==> src/hw/rtl/dac_norm.sv <==
module dac_norm #(
   parameter int unsigned FRAC_BASE = 100000000
) (
   input  logic        clock,
   input  logic [63:0] value_i,
   input  logic [31:0] fraction_i,
   output logic [63:0] value_o,
   output logic [31:0] fraction_o,
   output logic        ok_o
);

   localparam logic [31:0] RECIP = 32'((64'd1 << 32) / FRAC_BASE);
   localparam logic [31:0] BASE  = 32'(FRAC_BASE);

   logic [63:0] val1_ff, val2_ff, val3_ff;
   logic [31:0] frac1_ff, q2_ff, r2_ff, frac3_ff;
   logic [63:0] prod1_ff;
   logic        ok3_ff;

   logic [31:0] q2_in, r2_in, q3, r3;
   logic [64:0] sum3;

   // The reciprocal estimate is at most one below the true quotient.
   assign q2_in = prod1_ff[63:32];
   assign r2_in = frac1_ff - (q2_in * BASE);

   always_comb begin
      if (r2_ff >= BASE) begin
         q3 = q2_ff + 32'd1;
         r3 = r2_ff - BASE;
      end else begin
         q3 = q2_ff;
         r3 = r2_ff;
      end
      sum3 = {1'b0, val2_ff} + {33'd0, q3};
   end

   always_ff @(posedge clock) begin
      val1_ff  <= value_i;
      frac1_ff <= fraction_i;
      prod1_ff <= 64'(fraction_i) * 64'(RECIP);
      val2_ff  <= val1_ff;
      q2_ff    <= q2_in;
      r2_ff    <= r2_in;
      val3_ff  <= sum3[63:0];
      frac3_ff <= r3;
      ok3_ff   <= ~sum3[64];
   end

   assign value_o    = val3_ff;
   assign fraction_o = frac3_ff;
   assign ok_o       = ok3_ff;

endmodule

==> config.mk <==
export PLATFORM = sky130hd
export DESIGN_NAME = dac_norm
export DESIGN_NICKNAME = d
export VERILOG_FILES = /design/src/hw/rtl/dac_norm.sv
export SDC_FILE = /design/constraint.sdc
export NUM_CORES = 1
export LEC_CHECK = 0
export BUFFER_PORTS_ARGS = -buffer_cell sky130_fd_sc_hd__buf_4
export CORE_UTILIZATION = 35
export DETAILED_ROUTE_END_ITERATION = 10
export HOLD_SLACK_MARGIN = 0.02
export SLEW_MARGIN = 10
export SYNTH_ARGS = -nofsm -noshare
export SYNTH_HDL_FRONTEND = slang
export SYNTH_SLANG_ARGS = --single-unit
==> constraint.sdc <==
create_clock -name clock -period 5.6 [get_ports clock]
set_input_delay 1.12 -clock clock [delete_from_list [all_inputs] [get_ports clock]]
set_output_delay 1.12 -clock clock [all_outputs]
set_load 0.01 [all_outputs]
## Word level (Yosys, flattened, before mapping)

Cells that the tools add are included.

- Input bits: 97
- Output and inout port bits: 97
- Flip-flop bits (word level): 332
- Logic and storage cells: 19

- Multiplexer cells: 2
- Bitwise gates (word level): 1
- Multiply operators: 2
- Order comparisons: 1
- $add $sub $neg: 4

Operator list:

| kind | number |
|---|---|
| $add A64 B32 Y65 | 1 |
| $mul A32 B5 Y37 const B | 1 |
| $ge A32 B27 Y1 const B | 1 |
| $mux W32 | 1 |
| $sub A32 B27 Y32 const B | 1 |
| $sub A32 B32 Y32 | 1 |
| $mul A6 B19 Y24 const B | 1 |
| $add A6 B1 Y7 const B | 1 |
| $mux W7 | 1 |
| $not A1 Y1 | 1 |

## Depth between registers and ports, before layout

- Depth in word-level cells: 4
- Mapped depth: 22
- Depth with buffers taken out: 22

## Worst setup path before layout

No wires, ideal clock.

- Path type: register to register
- Start: reg prod1_ff[36]
- End: reg r2_ff[28]
- Slack: 0.681 ns
- Buffers on the path: 0
- Stages on the path, launching flop included: 19
- Data arrival time: 4.797 ns
- Setup time: 0.122 ns
- Cells stage by stage: dfxtp_1 fa_1 fa_1 inv_1 fa_1 inv_1 ha_1 o21a_1 a21o_1 a31o_2 a21oi_1 o21bai_1 a21oi_1 xor2_1 ha_1 and2_1 a22oi_1 a21bo_2 a311o_1

- Cells in the longest elaborated chain, start to end: 2

RTL lines:

| what | RTL line | text |
|---|---|---|
| start: declaration | 17 | `logic [63:0] prod1_ff;` |
| start signal: assignment | 41 | `prod1_ff <= 64'(fraction_i) * 64'(RECIP);` |
| $mul A6 B19 Y24 | 25 | `assign r2_in = frac1_ff - (q2_in * BASE);` |
| $sub A32 B32 Y32 | 25 |  |
| named net r2_in[28] | 20 | `logic [31:0] q2_in, r2_in, q3, r3;` |
| end signal: assignment | 44 | `r2_ff <= r2_in;` |
| end: declaration | 16 | `logic [31:0] frac1_ff, q2_ff, r2_ff, frac3_ff;` |

The timed path passes the listed nets, and every way through them passes these cells.

## Worst setup path in the final report

- Start: reg prod1_ff[35]
- End: reg r2_ff[28]

Same word-level chain as after synthesis.

==> metrics.md <==
| Metric | Value |
|---|---|
| Post-route DRC | 0 |
| CTS clk-pin slew, worst paths | approximately 0.06 ns |
| PortBufs | 193 |
| Top-level I/O count | around 190 |
| Adder-cell area share of the yosys netlist | roughly 22% |
| Clock skew | between 0.01 and 0.015 ns |
| Syn Area/Cell | approximately 11 µm² |
| Warnings from Yosys | 0 |
| Routed Antenna Nets | 0 |
| Chip Width | about 200 µm |
| Reg-to-Reg End | r2_ff[28]$_DFF_P_ |
| Crit start category | register |
| Num rows | around 70 |
| Postcts setup bufs | 0 |
| Critical path fanouts, max | 6 |
| Hold Vio Cnt, Final | 0 |
| Ys async rst share | 0% |
| Max-slew violation count | 0 |
| DR pass1 iterations | 4 |
| Number of flops mapped to enable cells by yosys | 0 |
| Hold buffers post-CTS | 0 |
| Area delta synth->final | 22.7% |
| RSZ-0062 raised after global routing | false |
| GRT Overall Usage | roughly 15% |
| Final worst path period need | approximately 5.2 ns |
| Clk buf depth | 3 |
| CTS tree | built |
| Hold Path Depth | 0 |
| FF-to-FF Start | prod1_ff[35]$_DFF_P_ |
| Total wire length | roughly 29000 µm |
| Total negative setup slack | 0 ns |
| Clock Sink Count | about 300 |
| Die ar. | between 30000 and 40000 µm² |
| Commonest non-fill, non-tap cell in the layout | dfxtp_1 |
| Largest family of logic cells by synthesized area | adder cells |
| Commonest cells after routing, fill and taps aside | dfxtp_1, inv_1, buf_4 |
| Worst reg-to-reg setup slack | roughly 0.36 ns |
| Post-Syn Area | about 14000 µm² |
| Worst R2R Path Depth | 18 |
| Mux contribution to synthesized area | 0.147% |
| Synth cell types | between 70 and 80 |
| Ratio of cells with drive above 1 in the final layout | around 18% |
| Worst EP arrival | ~5.7 ns |
| Nets | 1824 |
| Drt initial violations | approximately 340 |
| XOR/XNOR share of the synthesized area | ~8.4% |
| Final period util | about 94% |
| Largest net degree at the start of global routing | 16 |
| Root Driver | clkbuf_16 |
| Grt total ovfl | 0 |
| H-tree levels | 1 |
| Via count | about 9.4k |
| Hold Path End | val2_ff[43]$_DFF_P_ |
| Syn_nets | ~1.6k |
| Worst slew pin tran | 0.719 ns |
| Post-DR wirelength/cell | 14.4 µm |
| GPL Wtd Cong | just under 0.9 |
| PnR worst setup slack | approximately 0.36 ns |
| Compound-Gate Fraction of Synth Area | approximately 8.5% |
| Post-Synthesis Cells | 1292 |
| CP Capture Type | register |
| Fin area | around 17000 µm² |
| First-pass GRT wire length | between 40000 and 50000 µm |
| Clock latency on the worst-skew pair | about 0.56 ns |
| Max frequency | 191 MHz |
| Total of max-cap violations | 0 |
| Post-CTS Resized | 0 |
| Slew margin rel. | between 50% and 60% |
| Hpwl dp | 24100 µm |
| Number of global-route vias before repair | 9301 |
| Data required time of the worst path | between 6 and 7 ns |
| Min-delay src | val1_ff[43]$_DFF_P_ |
| FILL cells | roughly 3.7k |
| Core footprint | 38000 µm² |
| Die Span Y | between 150 and 200 µm |
| Post-Place Cell Area | between 15000 and 20000 µm² |
| HP Class | reg -> reg |
| Ys flop type | dfxtp_1 |
| Crit Path Class | reg -> reg |
| Status | completed |
| Seq/Total Area, Yosys | 44.2% |
| Vias per cell | approximately 4.6 |
| Dpl ws | 0.366 ns |
| Simple-Gate Fraction of Synth Area | around a tenth |
| Final setup fails | 0 |
| CTS Buf Count | 30 |
| FF+latch count, synth | approximately 300 |
| Starting Density | 35.8% |
| Antenna violations before repair | 2 |
==> kinds of logic after synthesis <==
family / Yosys count
flip-flops: 301
AND/OR/NAND/NOR: 256
adder cells (fa/ha/maj): 216
buffers and inverters: 212
AO/OA/AOI/OAI: 175
XOR/XNOR: 130
multiplexers: 2
==> synth_stat cells, types with 27 or more instances <==
library cell	number	area [µm²]
dfxtp_1	301	6030
inv_1	201	754
ha_1	168	2100
xnor2_1	87	762
nand2_1	59	221
a21oi_1	54	270
fa_1	48	961
nor2_1	48	180
xor2_1	42	368
nand3_1	30	150
o21ai_0	30	150
nand4_1	27	169
==> critical path: stages (launching register included) <==
cell and delay [ns]:
dfxtp_1 0.51, fa_1 0.52, fa_1 0.56, inv_1 0.05, fa_1 0.50, inv_1 0.05
ha_1 0.23, a211o_1 0.27, a21o_1 0.19, a31o_2 0.27, a21oi_1 0.22, o21bai_1 0.09
a21oi_1 0.17, xor2_1 0.20, ha_1 0.31, and2_1 0.21, a22oi_1 0.18, a21bo_2 0.25
a311o_1 0.33
==> state kept, by name, summed over array words and instances, names as in the netlist <==
register and count:
frac1_ff 32, fraction_o 32, ok_o 1, prod1_ff 6, q2_ff 6, r2_ff 32, val1_ff 64, val2_ff 64
value_o 64
==> metal layers <==
metal	vias up	global-route usage, %	wire, µm
li1	4733	-	-
met1	4338	18.4	13400
met2	258	24.6	13200
met3	66	2.77	1890
met4	2	6.21	955
met5	-	0	13
==> final cells by class <==
cell class              instances  area, µm²  area share [%]
clock inverters                14        214            1.28
multi-input cells             779       6780            40.5
well taps                     511        639            3.83
diodes                          1       2.50          0.0150
repair buffers                198       1490            8.89
clock buffers                  39        815            4.87
inverters                     201        754            4.51
flip-flops and latches        301       6030            36.1
==> how the worst max path moves through the flow <==
stage	from	endpoint	slack [ns]	cells past startpoint
after CTS	prod1_ff[35]$_DFF_P_	r2_ff[28]$_DFF_P_	0.33	18
after global placement	prod1_ff[35]$_DFF_P_	r2_ff[28]$_DFF_P_	0.44	18
final	prod1_ff[35]$_DFF_P_	r2_ff[28]$_DFF_P_	0.36	18
after global routing	prod1_ff[35]$_DFF_P_	r2_ff[31]$_DFF_P_	0.04	20
after floorplan	prod1_ff[36]$_DFF_P_	r2_ff[28]$_DFF_P_	0.68	18
after detailed placement	prod1_ff[35]$_DFF_P_	r2_ff[28]$_DFF_P_	0.37	18
==> per-stage QoR <==
step                hold slack, ns  instances  utilization [%]
floorplan                    0.310       1292                -
finish                       0.324       2044             44.0
CTS                          0.326       2043             44.0
global placement             0.310       1990             41.2
global route                 0.331       2043             44.0
detailed placement           0.312       1990             41.2
Power is left out: the tool's default activity adds up to more than one toggle a clock period on the data nets, which glitch-free logic cannot reach.
