## config.mk

```make
export PLATFORM = sky130hd
export DESIGN_NAME = dac_cell
export DESIGN_NICKNAME = d
export VERILOG_FILES = /design/src/hw/rtl/dac_pkg.sv /design/src/hw/rtl/dac_cell.sv
export SDC_FILE = /design/constraint.sdc
export NUM_CORES = 1
export LEC_CHECK = 0
export BUFFER_PORTS_ARGS = -buffer_cell sky130_fd_sc_hd__clkbuf_2
export CAP_MARGIN = 10
export CORE_AREA = 10 10 228 230
export CTS_CLUSTER_DIAMETER = 120
export CTS_CLUSTER_SIZE = 14
export DETAILED_ROUTE_END_ITERATION = 12
export DIE_AREA = 0 0 238 240
export RECOVER_POWER = 25
export SLEW_MARGIN = 40
export SYNTH_ARGS = -nofsm -noshare
export SYNTH_HDL_FRONTEND = slang
export SYNTH_SLANG_ARGS = --single-unit
```

## constraint.sdc

```tcl
create_clock -name clock -period 5.6 [get_ports clock]
set_input_delay 1.12 -clock clock [delete_from_list [all_inputs] [get_ports clock]]
set_output_delay 1.12 -clock clock [all_outputs]
set_load 0.02 [all_outputs]
```

## src/hw/rtl/dac_pkg.sv

```systemverilog
package dac_pkg;

   localparam int CMD_W = 3;

   localparam logic [CMD_W-1:0] CMD_ADD = 3'd0;
   localparam logic [CMD_W-1:0] CMD_SUB = 3'd1;
   localparam logic [CMD_W-1:0] CMD_CMP = 3'd2;
   localparam logic [CMD_W-1:0] CMD_DIV = 3'd3;
   localparam logic [CMD_W-1:0] CMD_RND = 3'd4;

   localparam logic [1:0] ST_OK   = 2'd0;
   localparam logic [1:0] ST_ZERO = 2'd1;
   localparam logic [1:0] ST_ERR  = 2'd2;

   localparam logic signed [1:0] CMP_LESS    = -2'sd1;
   localparam logic signed [1:0] CMP_EQUAL   = 2'sd0;
   localparam logic signed [1:0] CMP_GREATER = 2'sd1;

   localparam logic RND_FRACTION = 1'b0;
   localparam logic RND_WHOLE    = 1'b1;

   // One request as it travels through the front of the pipeline.
   typedef struct packed {
      logic [CMD_W-1:0] command;
      logic [63:0]      a_value;
      logic [31:0]      a_fraction;
      logic             a_valid;
      logic [63:0]      b_value;
      logic [31:0]      b_fraction;
      logic             b_valid;
      logic             same_currency;
      logic [31:0]      divisor;
   } item_type;

   // Sideband that rides along the divider cells. When done is set, the
   // amount and status fields already hold the final result.
   typedef struct packed {
      logic             done;
      logic [CMD_W-1:0] command;
      logic             rnd_mode;
      logic [63:0]      value;
      logic [31:0]      fraction;
      logic             valid;
      logic [1:0]       status;
      logic signed [1:0] cmp;
   } side_type;

endpackage

```

## src/hw/rtl/dac_cell.sv

```systemverilog
module dac_cell (
   input  logic              clock,
   input  logic              reset,
   input  logic              valid_i,
   input  logic [63:0]       rem_i,
   input  logic [63:0]       dq_i,
   input  logic [63:0]       div_i,
   input  dac_pkg::side_type side_i,
   output logic              valid_o,
   output logic [63:0]       rem_o,
   output logic [63:0]       dq_o,
   output logic [63:0]       div_o,
   output dac_pkg::side_type side_o
);

   logic              valid_ff;
   logic [63:0]       rem_ff, dq_ff, div_ff;
   dac_pkg::side_type side_ff;

   logic [64:0] trial, diff;
   logic        fits;

   // One restoring step: the next dividend bit enters the partial
   // remainder and one quotient bit enters at the bottom of dq.
   always_comb begin
      trial = {rem_i, dq_i[63]};
      diff  = trial - {1'b0, div_i};
      fits  = ~diff[64];
   end

   always_ff @(posedge clock) begin
      if (reset) begin
         valid_ff <= 1'b0;
      end else begin
         valid_ff <= valid_i;
      end
   end

   always_ff @(posedge clock) begin
      rem_ff  <= fits ? diff[63:0] : trial[63:0];
      dq_ff   <= {dq_i[62:0], fits};
      div_ff  <= div_i;
      side_ff <= side_i;
   end

   assign valid_o = valid_ff;
   assign rem_o   = rem_ff;
   assign dq_o    = dq_ff;
   assign div_o   = div_ff;
   assign side_o  = side_ff;

endmodule

```

## Word-level counts from Yosys, hierarchy flattened

Index checks and enable logic that the tools add are counted.

- Add/sub/neg operators: 1
- Mux-type cells: 1
- Bitwise operators: 1

Operators with widths:

| cell | count |
|---|---|
| subtractor 65 x 64 -> 65 bit | 1 |
| 2-to-1 mux 64 bit | 1 |
| NOT 1 bit | 1 |

- Register bits after elaboration: 299
- Bits of input ports: 301
- Output and inout port bits: 299

## Depth between registers and ports, before layout

Gate-level depths: netlist of the first run.

- Depth in word-level cells: 2
- Depth in mapped cells: 14
- Depth with buffers taken out: 13

## Worst setup path before layout of the first run

Ideal clock, no wire load.

- Path type: input port to flip-flop
- Start point: input div_i[26]
- End point: register rem_ff[59] (netlist: rem_o[59])
- Library setup time: 0.123 ns
- Arrival: 3.874 ns
- Required time: 5.477 ns
- Path slack: 1.602 ns
- Stages on the path: 10
- Cells stage by stage: inv_1 > ha_1 > a21o_1 > or4b_1 > or4b_4 > a311o_1 > a211oi_2 > o21ai_1 > mux2i_1 > mux2_1

- Word-level cells in the longest chain between the ends: 2

Ends and longest elaborated chain:

| element | RTL line | source |
|---|---|---|
| start: declaration | dac_cell.sv:7 | `input logic [63:0] div_i,` |
| subtractor 65 x 64 -> 65 bit | dac_cell.sv:27 | `diff = trial - {1'b0, div_i};` |
| 2-to-1 mux 64 bit | dac_cell.sv:40 | `rem_ff <= fits ? diff[63:0] : trial[63:0];` |
| end signal: assignment | dac_cell.sv:40 |  |
| end: declaration | dac_cell.sv:17 | `logic [63:0] rem_ff, dq_ff, div_ff;` |

No other way between the ends.
A chain may end at the register's enable or synchronous reset.

## Final worst setup path of the first run

- Start point: input div_i[26]
- End point: register rem_ff[9] (netlist: rem_o[9])

The elaborated chain is that of the path after synthesis.

==> results of run 1 <==
-- stage by stage --
stage / setup WS (ns) / cells / hold WS, ns
after detailed placement: 0.690 / 2229 / 1.22
after global placement: 0.773 / 2229 / 1.22
after CTS: 1.27 / 2255 / 0.614
final: 1.30 / 2259 / 0.651
after global routing: 1.06 / 2258 / 0.624
after floorplan: 1.60 / 1042 / 1.15
-- flip-flops by register name, indices dropped and copies added, names as in the netlist --
| register | count |
|---|---|
| side_o | 106 |
| rem_o | 64 |
| dq_o | 64 |
| div_o | 64 |
| valid_o | 1 |
-- critical path: cells and delay by family --
family,cells,cell delay (ns)
and+or+nand+nor,5,1.33
AOI/OAI and AO/OA,3,0.82
muxes,1,0.37
adders and majority gates,1,0.44
buffers and inverters,4,0.49
-- Yosys cell counts, types with 3 or more instances --
| master | instances | area, µm² |
|---|---|---|
| nand3_1 | 10 | 50.1 |
| nand2_1 | 62 | 233 |
| a31o_1 | 3 | 26.3 |
| o2111ai_1 | 3 | 26.3 |
| o21bai_1 | 15 | 113 |
| o21ai_1 | 17 | 85.1 |
| inv_1 | 87 | 327 |
| and3_1 | 9 | 56.3 |
| nor2_1 | 42 | 158 |
| xor2_1 | 23 | 201 |
| clkbuf_1 | 26 | 97.6 |
| o21a_1 | 6 | 45.0 |
| nor3_1 | 8 | 40.0 |
| a211o_1 | 4 | 35.0 |
| a21oi_1 | 78 | 390 |
| mux2_1 | 48 | 541 |
| o22ai_1 | 3 | 18.8 |
| ha_1 | 64 | 801 |
| and2_1 | 5 | 31.3 |
| mux2_2 | 8 | 90.1 |
| and4_1 | 3 | 26.3 |
| dfxtp_1 | 299 | 5990 |
| o211ai_1 | 4 | 30.0 |
| a311oi_1 | 5 | 43.8 |
| o31ai_1 | 5 | 37.5 |
| a211oi_1 | 5 | 37.5 |
| a31oi_1 | 8 | 50.1 |
| nor2b_1 | 12 | 75.1 |
| o21ai_0 | 19 | 95.1 |
| buf_2 | 6 | 30.0 |
| or2_1 | 4 | 25.0 |
| a21boi_0 | 4 | 30.0 |
| nand2b_1 | 8 | 50.1 |
| a21o_1 | 32 | 240 |
| or3_1 | 3 | 18.8 |
| nand4_1 | 22 | 138 |
| xnor2_1 | 34 | 298 |
| mux2i_1 | 6 | 60.1 |
-- routing by layer --
layer	vias up	routed length, µm	global-route usage
met4	12	1190	0.0487
li1	4791	-	-
met5	-	77	0
met3	73	4190	0.0527
met2	417	25000	0.290
met1	4711	20300	0.191
-- final timing paths --
path	startpoint	endpoint	slack, ns	cells past startpoint
worst min-delay path	side_i[24]	side_o[24]	0.65	1
worst max-delay path	div_i[26]	rem_o[9]	1.30	14
-- cell families after synthesis --
kind of cell,count (synthesis),synth area share
and+or+nand+nor,201,0.0918
adders and majority gates,65,0.0744
AOI/OAI and AO/OA,236,0.140
muxes,63,0.0640
buffers and inverters,121,0.0422
xor gates and xnor gates,57,0.0453
DFF,299,0.543
-- layout make-up --
cell class	count	share of cell area
flip-flops and latches	299	0.390
multi-input cells	622	0.299
repair buffers	605	0.198
well taps	615	0.0501
clock buffers	25	0.0407
inverters	88	0.0215
clock inverters	1	0.000733
diodes	4	0.000651
-- power by group --
part	internal [mW]	switching [mW]	total (mW)	leakage, nW
registers	2.33	0.0632	2.40	2.52
logic	0.496	0.840	1.34	4.91
clock network	0.789	0.773	1.56	0.314
==> results.md, run 1 <==
- The run finished with clean final reports.
- The post-cts sizing count is 0.
- Setup violations remaining at the end of the flow were counted as 0.
- The peak per-stage delay on the critical path is approximately 0.46 ns.
- TritonCTS built the clock tree.
- Clock tree synthesis found a total of 299 sinks.
- In this run the deepest clock path goes through 3 buffers.
- After detailed routing, the total wire length is ~51000 µm.
- The initial antenna violation count came to 12.
- Row generation in the floorplan step produced 80 rows.
- After floorplanning, the core was sized to cover approximately 47000 µm².
- The path class of the tightest hold or removal check is primary input to register.
- In this run the vertical extent of the chip is roughly 240 µm.
- The detail route stage leaves a number of antenna-violating nets equal to 0.
- The routed layout has between 10000 and 15000 vias.
- Measured against its own limit, the worst slew margin works out to 0.520.
- For this design the static power due to leakage is about 7.8 nW.
- STA classifies the critical path startpoint as a primary input.
- The count of port buffers added during placement is 599.
- The mean number of vias per cell is ~4.4.
- For this run, the post-layout net count is 2007.
- The number of library cell types mapped by synthesis is just over 70.
- For this configuration, the core starts out at a cell density of 0.233.
- After clock tree synthesis, the setup repair step added 0 buffers.
- Leaving out fill and tap cells, the most frequent cell in the layout is clkbuf_2.
- After detailed routing, the average wire length per cell comes to about 22 µm.
- Across the run, the number of max-cap violations was 0.
- The worst setup path is of the primary input to register kind.
- The cts-stage hold buffer count is 0.
- The highest achievable clock rate is 0.233 GHz.
- Of the available clock period, the critical path in the final layout requires 0.767.
- The final core utilization is 0.325.
- The area growth from synthesis to final layout is 39.3%.
- The endpoint kind of the worst setup timing path is a register.
- Data on the critical path arrives at its endpoint at 4.73 ns.
- The critical-path cell with the highest stage delay is nor4b_2.
- The area of placed instances is approximately 15000 µm².
- The count of flip-flops with a built-in enable after synthesis is 0.
- Setup repair after global routing left no endpoint under its margin.
- The worst-case IR drop observed on VDD is between 0.0002 and 0.0003 V.
- The total iterations of the first detailed-routing run is 5.
- The final number of hold-violating endpoints is 0.
- The mean cell area of the mapped netlist is approximately 11 µm².
- Traced cell by cell, the critical path runs through clkbuf_2 > inv_1 > ha_1 > nand4_1 > nor4b_2 > nand2_1 > and4_1 > a21oi_1 > o21ai_1 > and2_1 > o211a_2 > inv_2 > buf_12 > mux2_1.
- The placer congestion estimate is 0.893.
- After legalization and detailed placement, the total HPWL measured roughly 44000 µm.
- In this run, the number of DRC markers left after iteration 0 of detailed routing was 468.
- The required time at the endpoint of the critical path is roughly 6 ns.
- The first global-routing pass estimated 71500 µm of wire.
- After filler insertion, the fill cell instance count of the layout stands at between 4000 and 5000.
- The library cells used most frequently in the layout, excluding fill and tap cells, are clkbuf_2, dfxtp_1, inv_1.
- 600 I/O pins were placed.
- At the pin with the least slew margin, the transition time is between 0.7 and 0.8 ns.
- With fillers left out, the area of the finished cells amounts to about 15000 µm².
- The number of buffers added by the clock tree synthesis step is 25.
- The total overflow left after global routing is 0.
- The power density over cell area is between 300 and 400 nW/µm².
- During synthesis, Yosys emitted a total of 0 warnings.
- The share of the yosys chip area belonging to registers is 0.543.
- The max-slew violation count is 0.
- The level count of the clock H-tree is 1.
- The final routed DRC violation total is 0.
- The accumulated negative setup slack is 0 ns.
- After synthesis, the share of flip-flops with an asynchronous set or reset is 0.
- The floorplan step set the die width to about 240 µm.
- The post-synthesis instance total is ~1000.
- The CTS clock-pin slew for the worst setup and hold paths is roughly 0.090 ns.
- The largest fanout of any net on the critical path is 60.
- Entering global routing, the biggest net connects just over 60 pins.
- The number of global-route vias before repair is 10508.
- In the synthesized netlist the dominant register cell turns out to be dfxtp_1.
- In the global route stage, overall resource usage came out at 0.166.
- The total die area is 57100 µm².
- The cell at the root of the clock tree is clkbuf_16.
- The share of final-layout standard cells stronger than drive strength 1 is 0.392.
- Summing all flip-flop and latch instances after layout gives roughly 6000 µm².
- The summed instance area of the synthesized netlist is 11000 µm².
- The final period demand of the worst path is about 4.3 ns.
- In this run, synthesis produced a sequential element count of 299.
- The synthesized net count is 1408.
- Overall power consumption after layout is estimated at around 5.3 mW.
- Summing all multi-input logic gate instances after layout gives 4590 µm².
(Power assumes the default switching activity.)
==> run 2, diff against run 1 <==
--- a/config.mk
+++ b/config.mk
@@ -5,13 +5,14 @@
 export SDC_FILE = /design/constraint.sdc
 export NUM_CORES = 1
 export LEC_CHECK = 0
+export ABC_AREA = 1
 export BUFFER_PORTS_ARGS = -buffer_cell sky130_fd_sc_hd__clkbuf_2
 export CAP_MARGIN = 10
-export CORE_AREA = 10 10 228 230
+export CORE_AREA = 10 10 222 224
 export CTS_CLUSTER_DIAMETER = 120
 export CTS_CLUSTER_SIZE = 14
 export DETAILED_ROUTE_END_ITERATION = 12
-export DIE_AREA = 0 0 238 240
+export DIE_AREA = 0 0 232 234
 export RECOVER_POWER = 25
 export SLEW_MARGIN = 40
 export SYNTH_ARGS = -nofsm -noshare
==> constraint.sdc (replaced) <==
create_clock -name clock -period 3.62 [get_ports clock]
set_input_delay 0.724 -clock clock [delete_from_list [all_inputs] [get_ports clock]]
set_output_delay 0.724 -clock clock [all_outputs]
set_load 0.02 [all_outputs]
==> run 2 against run 1 <==
Design area increased by 14%; highest routed layer unchanged; critical endpoint is now rem_o[59]; combinational power increased by 64%; clock-buffer cell count increased by 1; routed wire length increased by 20%; sequential cell count unchanged; final cell count increased by 38%.
==> results.md, run 2 <==
- The leading area contributor after synthesis was dfxtp_1 (unchanged).
- The total die area is 54300 µm² (was 57100 µm²).
- The simple-gate share of the synthesized area was 0.316 (was 0.0918).
- The yosys synthesis warning count is 0 (unchanged).
- The final number of hold-violating endpoints is 0 (unchanged).
- The count of filler cells inserted in the layout is 4880 (was 4996).
- The largest vdd supply drop is 0.000403 V (was 0.000254 V).
- The max-capacitance violation count is 0 (unchanged).
- The placer congestion estimate was 0.951 (was 0.893).
- The class of the most critical hold timing path was primary input to register (unchanged).
- The power density over cell area was 469 nW/µm² (was 345 nW/µm²).
- The number of nets with antenna violations after routing was 0 (unchanged).
- The remaining global-route overflow came to 0 (unchanged).
- The largest fanout of any net on the critical path is 33 (was 60).
- The final cell count without fillers is 3125 (was 2259).
- The total half-perimeter wirelength after legalization and detailed placement came to 54400 µm (was 43500 µm).
- The multiplexer fraction of the synthesized cell area came to 0 (was 0.0640).
- The CTS clock-pin slew for the worst setup and hold paths came to 0.06 ns (was 0.09 ns).
- The area of the core is 44900 µm² (was 47300 µm²).
- The largest family of logic cells by synthesized area is simple AND/OR/NAND/NOR gates (was compound AO/OA/AOI/OAI gates).
- Leading post-synthesis cells by instance count: nand2_1, inv_1, dfxtp_1 (was dfxtp_1, inv_1, a21oi_1).
- The summed instance area of the synthesized netlist is 13200 µm² (was 11000 µm²).
- The die extent in y is 234 µm (was 240 µm).
- Of the available clock period, the critical path in the final layout requires 0.740.
- The detail-routed net length per standard cell is 19.5 µm (was 22.5 µm).
- The total iterations of the first detailed-routing run is 5 (unchanged).
- The accumulated negative setup slack is 0 ns (unchanged).
- The type of the setup path with the least slack is primary input to register (unchanged).
- The cts-stage hold buffer count is 0 (unchanged).
- The count of flip-flops with a built-in enable after synthesis came to 0 (unchanged).
- The final routed DRC violation total is 0 (unchanged).
- The number of buffers added by the clock tree synthesis step is 25 (unchanged).
- The cell at the root of the clock tree was clkbuf_16 (unchanged).
- The slack of the critical path is 0.941 ns (was 1.30 ns).
- The maximum buffer depth of the clock tree was 3 (unchanged).
- The normalized max-slew margin is 0.715 (was 0.520).
- The number of design-rule violations left by the first detailed-router iteration is 660 (was 468).
- The number of global-route vias before repair came to 13493 (was 10508).
- The all-layer global routing usage is 0.213 (was 0.166).
- The layout net count is 2890 (was 2007).
- The leakage power came to 10.7 nW (was 7.75 nW).
- The post-synthesis instance total came to 1905 (was 1042).
- The area of placed instances is 16900 µm² (was 14700 µm²).
- The total design power is 8.23 mW (was 5.29 mW).
- The floorplan row count is 78 (was 80).
- The TritonCTS sink count came to 299 (unchanged).
- The flip-flop and latch count after synthesis is 299 (unchanged).
- The share of final-layout standard cells stronger than drive strength 1 is 0.265 (was 0.392).
- Result of the run: complete, no violations (unchanged).
- The post-place setup slack was 0.385 ns (was 0.690 ns).
- The final cell area excluding filler cells came to 17600 µm² (was 15400 µm²).
- The endpoint arrival time on the critical path is 3.16 ns (was 4.73 ns).
- The leading cell type in the layout, fill and taps excluded is nand2_1 (was clkbuf_2).
- The mean cell area of the mapped netlist is 6.94 µm² (was 10.6 µm²).
- The CTS tree is built (unchanged).
- The xor-xnor portion of the synthesized cell area came to 0.0205 (was 0.0453).
- The post-cts sizing count is 0 (unchanged).
- The most instantiated flip-flop cell in the synthesis netlist is dfxtp_1 (unchanged).
- The startpoint class of the critical path is a primary input (unchanged).
- The required time at the endpoint of the critical path came to 4.10 ns (was 6.03 ns).
- The proportion of netlist area held by the largest area contributor is 0.453 (was 0.543).
- Commonest cells after routing, fill and taps aside: nand2_1, clkbuf_2, inv_1 (was clkbuf_2, dfxtp_1, inv_1).
- The adder and majority gate portion of the synthesized area is 0.0621 (was 0.0744).
- The share of the yosys chip area belonging to registers is 0.453 (was 0.543).
- The last element of the critical path is rem_o[59] (was rem_o[9]).
- The largest net degree at the start of global routing came to 34 (was 61).
- The fraction of the mapped netlist area in compound gates came to 0.0261 (was 0.140).
- The mean number of vias per cell is 4.24 (was 4.43).
- The buffers inserted during post-CTS setup optimization is 0 (unchanged).
- The count of port buffers added during placement is 599 (unchanged).
- The actual slew at the worst max-slew pin is 0.424 ns (was 0.716 ns).
- The start point of the critical path is dq_i[63] (was div_i[26]).
- Cell types occupying the most area after synthesis: dfxtp_1, nand2_1, inv_1, ha_1, nor2_1 (was dfxtp_1, ha_1, mux2_1, a21oi_1, inv_1).
- The starting density of the core is 0.294 (was 0.233).
- The number of primary I/O pins is 600 (unchanged).
- The async set or reset register ratio after synthesis was 0 (unchanged).
- The total vias in the final route was 13252 (was 10004).
- The final wirelength was 61000 µm (was 50700 µm).
- The level count of the clock H-tree is 1 (unchanged).
- The routed design could run at a clock period as short as approximately 2.7 ns.
- The wire length of the first global-routing pass was 86500 µm (was 71500 µm).
- The synthesized net count came to 2271 (was 1408).
- The die span in x is 232 µm (was 238 µm).
- The highest achievable clock rate is between 0.3 and 0.4 GHz.
- RSZ-0062 raised after global routing: no (unchanged).
- The area growth from synthesis to final layout is 32.8% (was 39.3%).
- The max-slew violation count is 0 (unchanged).
- The initial antenna violation count was 5 (was 12).
- The number of endpoints failing setup at the final stage is 0 (unchanged).
- The number of placed instances with taps included came to 3097 (was 2229).
- The number of library cell types mapped by synthesis is 31 (was 71).
- The endpoint kind of the worst setup timing path is a register (unchanged).
- The leading cell type by number of instances after synthesis is nand2_1 (was dfxtp_1).
- The number of flip-flops under the largest register name is 106 (unchanged).
-- run 2: critical path, stage by stage --
cell      delay, ns
clkbuf_2       0.10
inv_1          0.04
ha_1           0.22
fa_1           0.44
inv_1          0.10
nand2_1        0.05
nand2_1        0.07
nand3_1        0.07
nand2_2        0.13
nand2_1        0.08
nand2_2        0.12
nand2_1        0.08
nand2_2        0.17
nand2_2        0.10
nand2_2        0.09
nand2_2        0.05
nand2_2        0.11
buf_12         0.22
nand2_2        0.07
nand2_1        0.07
-- run 2: cell families after synthesis --
group                      count (synthesis)
AOI/OAI and AO/OA                         65
xor gates and xnor gates                  31
adders and majority gates                 65
buffers and inverters                    407
DFF                                      299
and+or+nand+nor                         1038
-- run 2: cell type report --
class,count,area [µm²],share of cell area
antenna,1,2.50,0.000143
sequential,299,5990,0.341
timing repair buffer,605,3080,0.176
clock buffer,26,629,0.0359
inverter,394,1480,0.0842
clock inverter,1,8.76,0.000499
tap,600,751,0.0428
multi-input combinational,1199,5610,0.320
-- run 2: worst min-delay path by stage --
| stage | to | from | cells after the start | slack, ns |
|---|---|---|---|---|
| after global placement | side_o[33] | side_i[33] | 1 | 0.83 |
| after detailed placement | side_o[6] | side_i[6] | 1 | 0.83 |
| after CTS | side_o[100] | side_i[100] | 1 | 0.24 |
| after global routing | side_o[100] | side_i[100] | 1 | 0.25 |
| after floorplan | div_o[0] | div_i[0] | 0 | 0.75 |
| final | side_o[2] | side_i[2] | 1 | 0.28 |
-- run 2: power breakdown --
part / switching, mW / internal (mW) / total, mW
Sequential: 0.0855 / 3.57 / 3.66
Clock: 1.16 / 1.22 / 2.38
Combinational: 1.50 / 0.697 / 2.20
Total: 2.74 / 5.49 / 8.23
-- run 2: layer usage --
metal  routed length (µm)  vias up  GRT usage
met1                24900     5958      0.248
li1                     -     6848          -
met5                   67        -          0
met4                 1320       10     0.0523
met3                 4030       70     0.0492
met2                30600      366      0.386
-- run 2: through the flow --
step	utilization	hold slack, ns
2_1_floorplan	-	0.752
3_3_place_gp	0.377	0.827
3_5_place_dp	0.377	0.828
4_1_cts	0.391	0.242
5_1_grt	0.391	0.252
6_report	0.391	0.277
